### config.mk
export PLATFORM = sky130hd
export DESIGN_NAME = rational_arith_unit
export DESIGN_NICKNAME = d
export VERILOG_FILES = /design/src/hw/rtl/rau_pkg.sv /design/src/hw/rtl/rau_mul.sv /design/src/hw/rtl/rau_addsub.sv /design/src/hw/rtl/rau_core.sv /design/src/hw/rtl/rational_arith_unit.sv
export SDC_FILE = /design/constraint.sdc
export NUM_CORES = 2
export LEC_CHECK = 0
export BUFFER_PORTS_ARGS = -buffer_cell sky130_fd_sc_hd__buf_2
export CAP_MARGIN = 20
export CELL_PAD_IN_SITES_DETAIL_PLACEMENT = 1
export CELL_PAD_IN_SITES_GLOBAL_PLACEMENT = 1
export CORE_MARGIN = 3
export CORE_UTILIZATION = 26
export DETAILED_ROUTE_END_ITERATION = 16
export PLACE_DENSITY_LB_ADDON = 0.08
export SYNTH_ARGS = -nofsm -noshare
export SYNTH_HDL_FRONTEND = slang
export SYNTH_SLANG_ARGS = --single-unit
### constraint.sdc
create_clock -name clk -period 28.1 [get_ports clk]
set_input_delay 8.43 -clock clk [delete_from_list [all_inputs] [get_ports clk]]
set_output_delay 8.43 -clock clk [all_outputs]
set_load 0.02 [all_outputs]
### src/hw/rtl/rau_pkg.sv
package rau_pkg;

  // result word size; products and the gcd datapath are twice as wide
  localparam int WORD_BITS = 32;
  localparam int WIDE_BITS = 64;
  localparam int MUL_BITS  = 33;
  localparam int CNT_BITS  = $clog2(WIDE_BITS);

  typedef enum logic [1:0] {
    OP_ADD = 2'd0,
    OP_SUB = 2'd1,
    OP_MUL = 2'd2,
    OP_DIV = 2'd3
  } op_t;

  // one input beat, unpacked
  typedef struct packed {
    op_t         op;
    logic [31:0] a_num;
    logic [30:0] a_den;
    logic [31:0] b_num;
    logic [30:0] b_den;
  } in_t;

  // one result beat
  typedef struct packed {
    logic [31:0] res_num;
    logic [31:0] res_den;
    logic        div_zero;
    logic        overflow;
  } res_t;

endpackage

### src/hw/rtl/rau_mul.sv
module rau_mul (
  input  logic                               clk,
  input  logic signed [rau_pkg::MUL_BITS-1:0] a,
  input  logic signed [rau_pkg::MUL_BITS-1:0] b,
  output logic        [rau_pkg::WIDE_BITS-1:0] p
);

  logic signed [2*rau_pkg::MUL_BITS-1:0] prod;

  // signed product, registered; the product never exceeds 2^62 in magnitude
  assign prod = a * b;

  always_ff @(posedge clk) begin
    p <= prod[rau_pkg::WIDE_BITS-1:0];
  end

endmodule

### src/hw/rtl/rau_addsub.sv
module rau_addsub (
  input  logic [rau_pkg::WIDE_BITS-1:0] a,
  input  logic [rau_pkg::WIDE_BITS-1:0] b,
  input  logic                          sub,
  output logic [rau_pkg::WIDE_BITS-1:0] sum,
  output logic                          cout
);

  logic [rau_pkg::WIDE_BITS-1:0] b_eff;

  // a + b or a - b; on subtract cout high means no borrow (a >= b)
  assign b_eff = sub ? ~b : b;
  assign {cout, sum} = {1'b0, a} + {1'b0, b_eff} + {{rau_pkg::WIDE_BITS{1'b0}}, sub};

endmodule

### src/hw/rtl/rau_core.sv
module rau_core (
  input  logic           clk,
  input  logic           rst,
  input  logic           start,
  input  rau_pkg::in_t   in_item,
  input  logic           slot_free,
  output logic           idle,
  output logic           res_valid,
  output rau_pkg::res_t  res
);

  localparam int W  = rau_pkg::WORD_BITS;
  localparam int WB = rau_pkg::WIDE_BITS;
  localparam int MB = rau_pkg::MUL_BITS;
  localparam int CB = rau_pkg::CNT_BITS;

  typedef enum logic [11:0] {
    ST_IDLE = 12'b0000_0000_0001,
    ST_MUL1 = 12'b0000_0000_0010,
    ST_MUL2 = 12'b0000_0000_0100,
    ST_MUL3 = 12'b0000_0000_1000,
    ST_SUM  = 12'b0000_0001_0000,
    ST_ABSN = 12'b0000_0010_0000,
    ST_ABSD = 12'b0000_0100_0000,
    ST_GCD  = 12'b0000_1000_0000,
    ST_DIVN = 12'b0001_0000_0000,
    ST_DIVD = 12'b0010_0000_0000,
    ST_FIN  = 12'b0100_0000_0000,
    ST_SPARE = 12'b1000_0000_0000
  } state_t;

  state_t        state, state_next;
  rau_pkg::in_t  item;
  logic [WB-1:0] x, y, n0, d0;
  logic [CB-1:0] cnt;
  logic          neg, zero_res, dz;

  logic signed [MB-1:0] mul_a, mul_b;
  logic [WB-1:0]        prod;
  logic [WB-1:0]        au_a, au_b, au_sum;
  logic                 au_sub, au_cout;

  logic signed [MB-1:0] an_s, bn_s, ad_s, bd_s;
  logic [WB-1:0]        d_abs;
  logic [WB-1:0]        rem_n, rem_d;
  logic [W-1:0]         n_low;
  logic signed [W-1:0]  v_low;
  logic                 ovf;

  rau_mul u_mul (
    .clk (clk),
    .a   (mul_a),
    .b   (mul_b),
    .p   (prod)
  );

  rau_addsub u_au (
    .a    (au_a),
    .b    (au_b),
    .sub  (au_sub),
    .sum  (au_sum),
    .cout (au_cout)
  );

  assign an_s = MB'(signed'(item.a_num));
  assign bn_s = MB'(signed'(item.b_num));
  assign ad_s = signed'({2'b00, item.a_den});
  assign bd_s = signed'({2'b00, item.b_den});

  // shifted remainders for the two restoring divisions
  assign rem_n = {y[WB-2:0], n0[WB-1]};
  assign rem_d = {y[WB-2:0], d0[WB-1]};

  // multiplier operand select
  always_comb begin
    mul_a = '0;
    mul_b = '0;
    case (state)
      ST_MUL1: begin
        mul_a = an_s;
        mul_b = (item.op == rau_pkg::OP_MUL) ? bn_s : bd_s;
      end
      ST_MUL2: begin
        mul_a = bn_s;
        mul_b = ad_s;
      end
      ST_MUL3: begin
        mul_a = ad_s;
        mul_b = (item.op == rau_pkg::OP_DIV) ? bn_s : bd_s;
      end
      default: begin
      end
    endcase
  end

  // shared add/subtract unit operand select
  always_comb begin
    au_a   = '0;
    au_b   = '0;
    au_sub = 1'b1;
    case (state)
      ST_SUM: begin
        au_a   = x;
        au_b   = (item.op inside {rau_pkg::OP_ADD, rau_pkg::OP_SUB}) ? y : '0;
        au_sub = (item.op == rau_pkg::OP_SUB);
      end
      ST_ABSN: au_b = x;
      ST_ABSD: au_b = d0;
      ST_GCD: begin
        au_a = x;
        au_b = y;
      end
      ST_DIVN: begin
        au_a = rem_n;
        au_b = x;
      end
      ST_DIVD: begin
        au_a = rem_d;
        au_b = x;
      end
      default: begin
      end
    endcase
  end

  assign d_abs = d0[WB-1] ? au_sum : d0;

  // next state
  always_comb begin
    state_next = state;
    case (state)
      ST_IDLE: if (start) state_next = ST_MUL1;
      ST_MUL1: state_next = ST_MUL2;
      ST_MUL2: state_next = ST_MUL3;
      ST_MUL3: state_next = ST_SUM;
      ST_SUM:  state_next = ST_ABSN;
      ST_ABSN: begin
        if (item.op == rau_pkg::OP_DIV && d0 == '0) state_next = ST_FIN;
        else state_next = ST_ABSD;
      end
      ST_ABSD: state_next = (x == '0) ? ST_FIN : ST_GCD;
      ST_GCD: begin
        if (x[0] && y[0] && au_sum == '0) state_next = ST_DIVN;
      end
      ST_DIVN: if (cnt == CB'(WB-1)) state_next = ST_DIVD;
      ST_DIVD: if (cnt == CB'(WB-1)) state_next = ST_FIN;
      ST_FIN:  if (slot_free) state_next = ST_IDLE;
      default: state_next = ST_IDLE;
    endcase
  end

  always_ff @(posedge clk) begin
    if (rst) begin
      state <= ST_IDLE;
    end else begin
      state <= state_next;
    end
  end

  // datapath registers
  always_ff @(posedge clk) begin
    case (state)
      ST_IDLE: begin
        if (start) begin
          item     <= in_item;
          zero_res <= 1'b0;
          dz       <= 1'b0;
        end
      end
      ST_MUL2: x <= prod;
      ST_MUL3: y <= prod;
      ST_SUM: begin
        d0 <= prod;
        x  <= au_sum;
      end
      ST_ABSN: begin
        neg <= x[WB-1];
        x   <= x[WB-1] ? au_sum : x;
        if (item.op == rau_pkg::OP_DIV && d0 == '0) begin
          dz       <= 1'b1;
          zero_res <= 1'b1;
        end
      end
      ST_ABSD: begin
        neg <= neg ^ d0[WB-1];
        n0  <= x;
        // a zero denominator outside divide counts as one
        y   <= (d_abs == '0) ? WB'(1) : d_abs;
        d0  <= (d_abs == '0) ? WB'(1) : d_abs;
        if (x == '0) zero_res <= 1'b1;
      end
      ST_GCD: begin
        // binary gcd; common factors of two leave the originals as well
        if (!x[0] && !y[0]) begin
          x  <= x >> 1;
          y  <= y >> 1;
          n0 <= n0 >> 1;
          d0 <= d0 >> 1;
        end else if (!x[0]) begin
          x <= x >> 1;
        end else if (!y[0]) begin
          y <= y >> 1;
        end else if (au_sum == '0) begin
          y   <= '0;
          cnt <= '0;
        end else if (!au_cout) begin
          x <= y;
          y <= x;
        end else begin
          x <= au_sum;
        end
      end
      ST_DIVN: begin
        // restoring division, quotient shifts into n0; remainder clears at the end
        y   <= (cnt == CB'(WB-1)) ? '0 : (au_cout ? au_sum : rem_n);
        n0  <= {n0[WB-2:0], au_cout};
        cnt <= cnt + CB'(1);
      end
      ST_DIVD: begin
        y   <= au_cout ? au_sum : rem_d;
        d0  <= {d0[WB-2:0], au_cout};
        cnt <= cnt + CB'(1);
      end
      default: begin
      end
    endcase
  end

  // range check and low-word packing of the reduced result
  assign n_low = n0[W-1:0];
  assign v_low = neg ? signed'(W'(0) - n_low) : signed'(n_low);

  always_comb begin
    if (neg) ovf = (|n0[WB-1:W]) || (n0[W-1] && (|n0[W-2:0]));
    else     ovf = |n0[WB-1:W-1];
    if (|d0[WB-1:W-1]) ovf = 1'b1;
  end

  always_comb begin
    if (zero_res) begin
      res.res_num  = '0;
      res.res_den  = 32'd1;
      res.overflow = 1'b0;
    end else begin
      res.res_num  = 32'(v_low);
      res.res_den  = 32'(d0[W-1:0]);
      res.overflow = ovf;
    end
    res.div_zero = dz;
  end

  assign idle      = (state == ST_IDLE);
  assign res_valid = (state == ST_FIN) && slot_free;

endmodule

### src/hw/rtl/rational_arith_unit.sv
// rational_arith_unit: exact add, subtract, multiply or divide of two
// fractions, result reduced by its gcd.
// input channel s_*: one beat carries the op in s_tuser and both fractions in
// s_tdata; s_tready is high only while the sequencer is idle.
// output channel m_*: one beat per input beat, reduced numerator and
// denominator in m_tdata, divide-by-zero and overflow flags in m_tuser.
// steps: the multiplier steps, the sum and sign steps, then binary gcd steps
// on the shared 64-bit add/subtract unit (one shift, subtract or swap each),
// then two restoring divisions on that same unit and a final step to pack.
// zero and divide-by-zero results skip the gcd and divisions.
// a finished result sits in the output register; while the receiver stalls,
// the next item can be taken and worked on, and it waits in its last step
// until the output register is free.
// reset (rst, synchronous) returns the sequencer to idle and empties the
// output register.
module rational_arith_unit (
  input  logic         clk,
  input  logic         rst,
  input  logic         s_tvalid,
  output logic         s_tready,
  input  logic [127:0] s_tdata,  // a_num[31:0], a_den[62:32], b_num[94:63], b_den[125:95], zero pad
  input  logic [1:0]   s_tuser,  // op[1:0]
  output logic         m_tvalid,
  input  logic         m_tready,
  output logic [63:0]  m_tdata,  // res_num[31:0], res_den[63:32]
  output logic [1:0]   m_tuser   // div_zero[0], overflow[1]
);

  rau_pkg::in_t  in_item;
  rau_pkg::res_t res;
  logic          idle, res_valid, slot_free;

  // unpack the input beat
  assign in_item.op    = rau_pkg::op_t'(s_tuser);
  assign in_item.a_num = s_tdata[31:0];
  assign in_item.a_den = s_tdata[62:32];
  assign in_item.b_num = s_tdata[94:63];
  assign in_item.b_den = s_tdata[125:95];

  assign s_tready  = idle;
  assign slot_free = !m_tvalid || m_tready;

  rau_core u_core (
    .clk       (clk),
    .rst       (rst),
    .start     (s_tvalid),
    .in_item   (in_item),
    .slot_free (slot_free),
    .idle      (idle),
    .res_valid (res_valid),
    .res       (res)
  );

  // output register
  always_ff @(posedge clk) begin
    if (rst) begin
      m_tvalid <= 1'b0;
    end else if (res_valid) begin
      m_tvalid <= 1'b1;
    end else if (m_tready) begin
      m_tvalid <= 1'b0;
    end
  end

  always_ff @(posedge clk) begin
    if (res_valid) begin
      m_tdata <= {res.res_den, res.res_num};
      m_tuser <= {res.overflow, res.div_zero};
    end
  end

endmodule

==> flow_summary_export.csv <==
group,metric,value,unit
worst_setup_path,critPathLaunch,"u_core.state[6]",
worst_hold_path,hp-class,"reg2reg",
pwr,seqPwrFrac,35.2,%
worst_setup_path,slowest_stage,"nand2_2",
cts,post_cts_buffers,0,
layout,layout_commonest_cell,"fa_1",
logic_synthesis,synth_edf_count,459,
route,wl,328000,um
run,cap_violations,0,
run_status,status,"finished, final reports clean",
floorplanning,die_area,275000,um2
worst_setup_path,regToRegStartpoint,"u_core.state[6]",
timing,clock_skew,0.0750,ns
timing,max_freq,74.9,MHz
worst_hold_path,hold_path_startpoint,"u_core.dz",
global_route,grt_max_degree,85,
worst_setup_path,cp_common_cell,"fa_1",
layout,finalInstanceArea,77700,um2
worst_setup_path,rr_worst_depth,39,
timing,tightest_slew,1.14,ns
placement,gp_congestion,0.867,
timing,timing.final.crit_share,47.5,%
logic_synthesis,synth_cell_type_count,97,
route,drt-vias-per-instance,5.23,
global_route,antenna_found_initial,10,
cts,clk_pin_slew,0.06,ns
pwr,power.switching,0.00107,W
route,wl_per_cell,29.4,um
timing,tns,0,ns
logic_synthesis,synth_area,70000,um2
timing,min_period,13.36,ns
worst_setup_path,crit_path_end_kind,"flop",
placement,dpl.hpwl,245000,um
layout,final_nets,9072,
cts,cts_tree,"yes",
route,ant_nets,0,
placement,io_buffer_count,199,
layout,synthToLayoutAreaGrowth,11.0,%
cts,clkSinkCount,535,
cts,cts_inserted_buffers,75,
pwr,p_sw_share,38.7,%
placement,postPlaceCellArea,75100,um2
timing,hold_violations,0,
timing,setup_viol,0,
cts,cts_root_buf,"clkbuf_16",
worst_setup_path,rr_endpoint,"u_core.u_mul.p[60]",
pwr,irDropWorstVdd,0.0648,mV
cts,clockBufferDepth,3,
logic_synthesis,syn_nets,9109,
logic_synthesis,ys.warnings.count,0,
cts,cts_resized,0,
logic_synthesis,synthCells,7592,
worst_setup_path,critPathMaxStageDelay,0.72,ns
route,vias,58300,
layout,layout_common_cells,"fa_1 (1105), inv_1 (1078), nand2_1 (1017)",
floorplanning,io_pins,202,
global_route,gr-total-overflow,0,
worst_setup_path,crit_type,"reg2reg",
pwr,p_comb_share,28.8,%
worst_setup_path,cp_max_fo,37,
worst_setup_path,critPathRequiredTime,28.68,ns
global_route,grt_pass1_wl,473000,um
cts,holdBufCountCts,0,
cts,h-tree-depth,3,
global_route,grt_pass1_vias,63700,
floorplanning,rows,189,
logic_synthesis,synth_area_per_cell,9.22,um2
floorplanning,initial_core_util,26.3,%
logic_synthesis,synth_seq_cells,535,
pwr,p_leak,34.2,nW
worst_setup_path,crit_arrival,13.94,ns
layout,drive_gt1_share,8.25,%
worst_hold_path,whs_endpoint,"m_tuser[0]",
global_route,grt.total_usage,23.5,%
logic_synthesis,synth-seq-area-share,21.9,%
logic_synthesis,async_flop_share,0,%
timing,slew_headroom,21.5,%
worst_hold_path,min_path_cells,0,
cts,clk_latency,0.74,ns
layout,post-route-util,29.1,%
worst_setup_path,crit_path_start_kind,"flop",
floorplanning,die_w,525,um
pwr,pwr-share-clk,35.9,%
floorplanning,core,267000,um2
logic_synthesis,synth_ff_type,"edfxtp_1",
pwr,p_int,0.00170,W
pwr,p_per_area,35.6,nW/um2
route,dr.pass1.iters,9,
route,drt-initial-drc-count,5080,
route,drcViolationCount,0,
timing,drv_slew,0,
floorplanning,die_h,525,um
worst_setup_path,rrSetupSlack,14.74,ns
timing,rsz0062_at_grt,"no",
[per-stage QoR]
stage | cells | worst slack (ns) | hold slack, ns | power (W)
2_1_floorplan | 7592 | 15.99 | 0.400 | 0.00138
3_3_place_gp | 11000 | 14.75 | 0.486 | 0.00178
3_5_place_dp | 11000 | 14.67 | 0.493 | 0.00179
4_1_cts | 11100 | 14.59 | 0.506 | 0.00280
5_1_grt | 11200 | 14.01 | 0.522 | 0.00288
6_report | 11200 | 14.74 | 0.512 | 0.00277
[cell usage after synthesis, types with 43 or more instances]
cell	count	area share, %
fa_1	1106	32
mux2i_1	47	0.67
a222oi_1	111	1.6
nor3_1	53	0.38
edfxtp_1	459	20
nor2_1	834	4.5
nand2b_1	53	0.47
a22o_1	64	0.80
a31oi_1	74	0.66
nand3_1	89	0.64
o21ai_0	163	1.2
a21o_1	104	1.1
xor2_1	59	0.74
nor2b_1	51	0.46
a221o_1	43	0.61
a221oi_1	73	0.91
ha_1	277	5.0
xnor2_1	159	2.0
clkbuf_1	439	2.4
nor4_1	54	0.48
a21oi_1	330	2.4
inv_1	1078	5.8
dfxtp_1	76	2.2
a22oi_1	128	1.4
nand2_1	1033	5.5
and2_1	69	0.62
[worst max-delay path by stage]
stage,to,cells past startpoint
after global placement,u_core.u_mul.p[60],38
after global routing,u_core.u_mul.p[63],37
after floorplan,u_core.y[10],27
after CTS,u_core.u_mul.p[60],39
after detailed placement,u_core.u_mul.p[60],38
final,u_core.u_mul.p[60],39
[power groups by stage]
stage	combinational [W]	clock (W)	sequential, W
2_1_floorplan	0.000404	0	0.000972
6_report	0.000798	0.000994	0.000975
5_1_grt	0.000844	0.00106	0.000979
4_1_cts	0.000798	0.00103	0.000975
3_5_place_dp	0.000795	0	0.000991
3_3_place_gp	0.000788	0	0.000990
[sequential cells by signal (all words and copies together) (netlist names), 32 cells and up]
| name | cells |
|---|---|
| u_core.y | 64 |
| u_core.bn_s | 32 |
| u_core.an_s | 32 |
| m_tdata | 64 |
| u_core.d0 | 64 |
| u_core.n0 | 64 |
| u_core.u_mul.p | 64 |
| u_core.x | 64 |
[critical path: cells and delay by family (launching register included)]
kind	cells	cell delay, ns
flip-flops	1	0.43
adder cells (fa/ha/maj)	9	4.48
AND/OR/NAND/NOR	9	3.48
XOR/XNOR	1	0.15
AO/OA/AOI/OAI	12	3.15
buffers and inverters	8	1.42
[cells by family (layout without fill, tap and decap cells)]
kind of cell	count (synthesis)	count (layout)	synth area share, %
fa+ha+maj	1383	1383	36.6
simple gates	2435	2435	15.1
flops	535	535	21.9
xor+xnor	218	218	2.73
mux	64	64	0.946
compound gates	1397	1397	14.3
other cells	0	9	0
buf+inv	1560	1584	8.46
[metal layers]
layer	share of wire, %	global-route usage (%)	vias up
met5	0.0040	0	-
met3	5.3	2.85	435
met2	45	37.1	1959
li1	-	-	25200
met1	46	33.0	30700
met4	4.1	8.23	2
[final cells by class]
type | count | area [um2]
Fill cell | 30500 | 189000
Multi-Input combinational cell | 5497 | 49100
Sequential cell | 535 | 15300
Tap cell | 3533 | 4420
Inverter | 1079 | 4050
Timing Repair Buffer | 367 | 2280
Clock buffer | 103 | 2080
Clock inverter | 35 | 419
Antenna cell | 9 | 22.5
No activity file was read; power rests on OpenSTA's default activity.
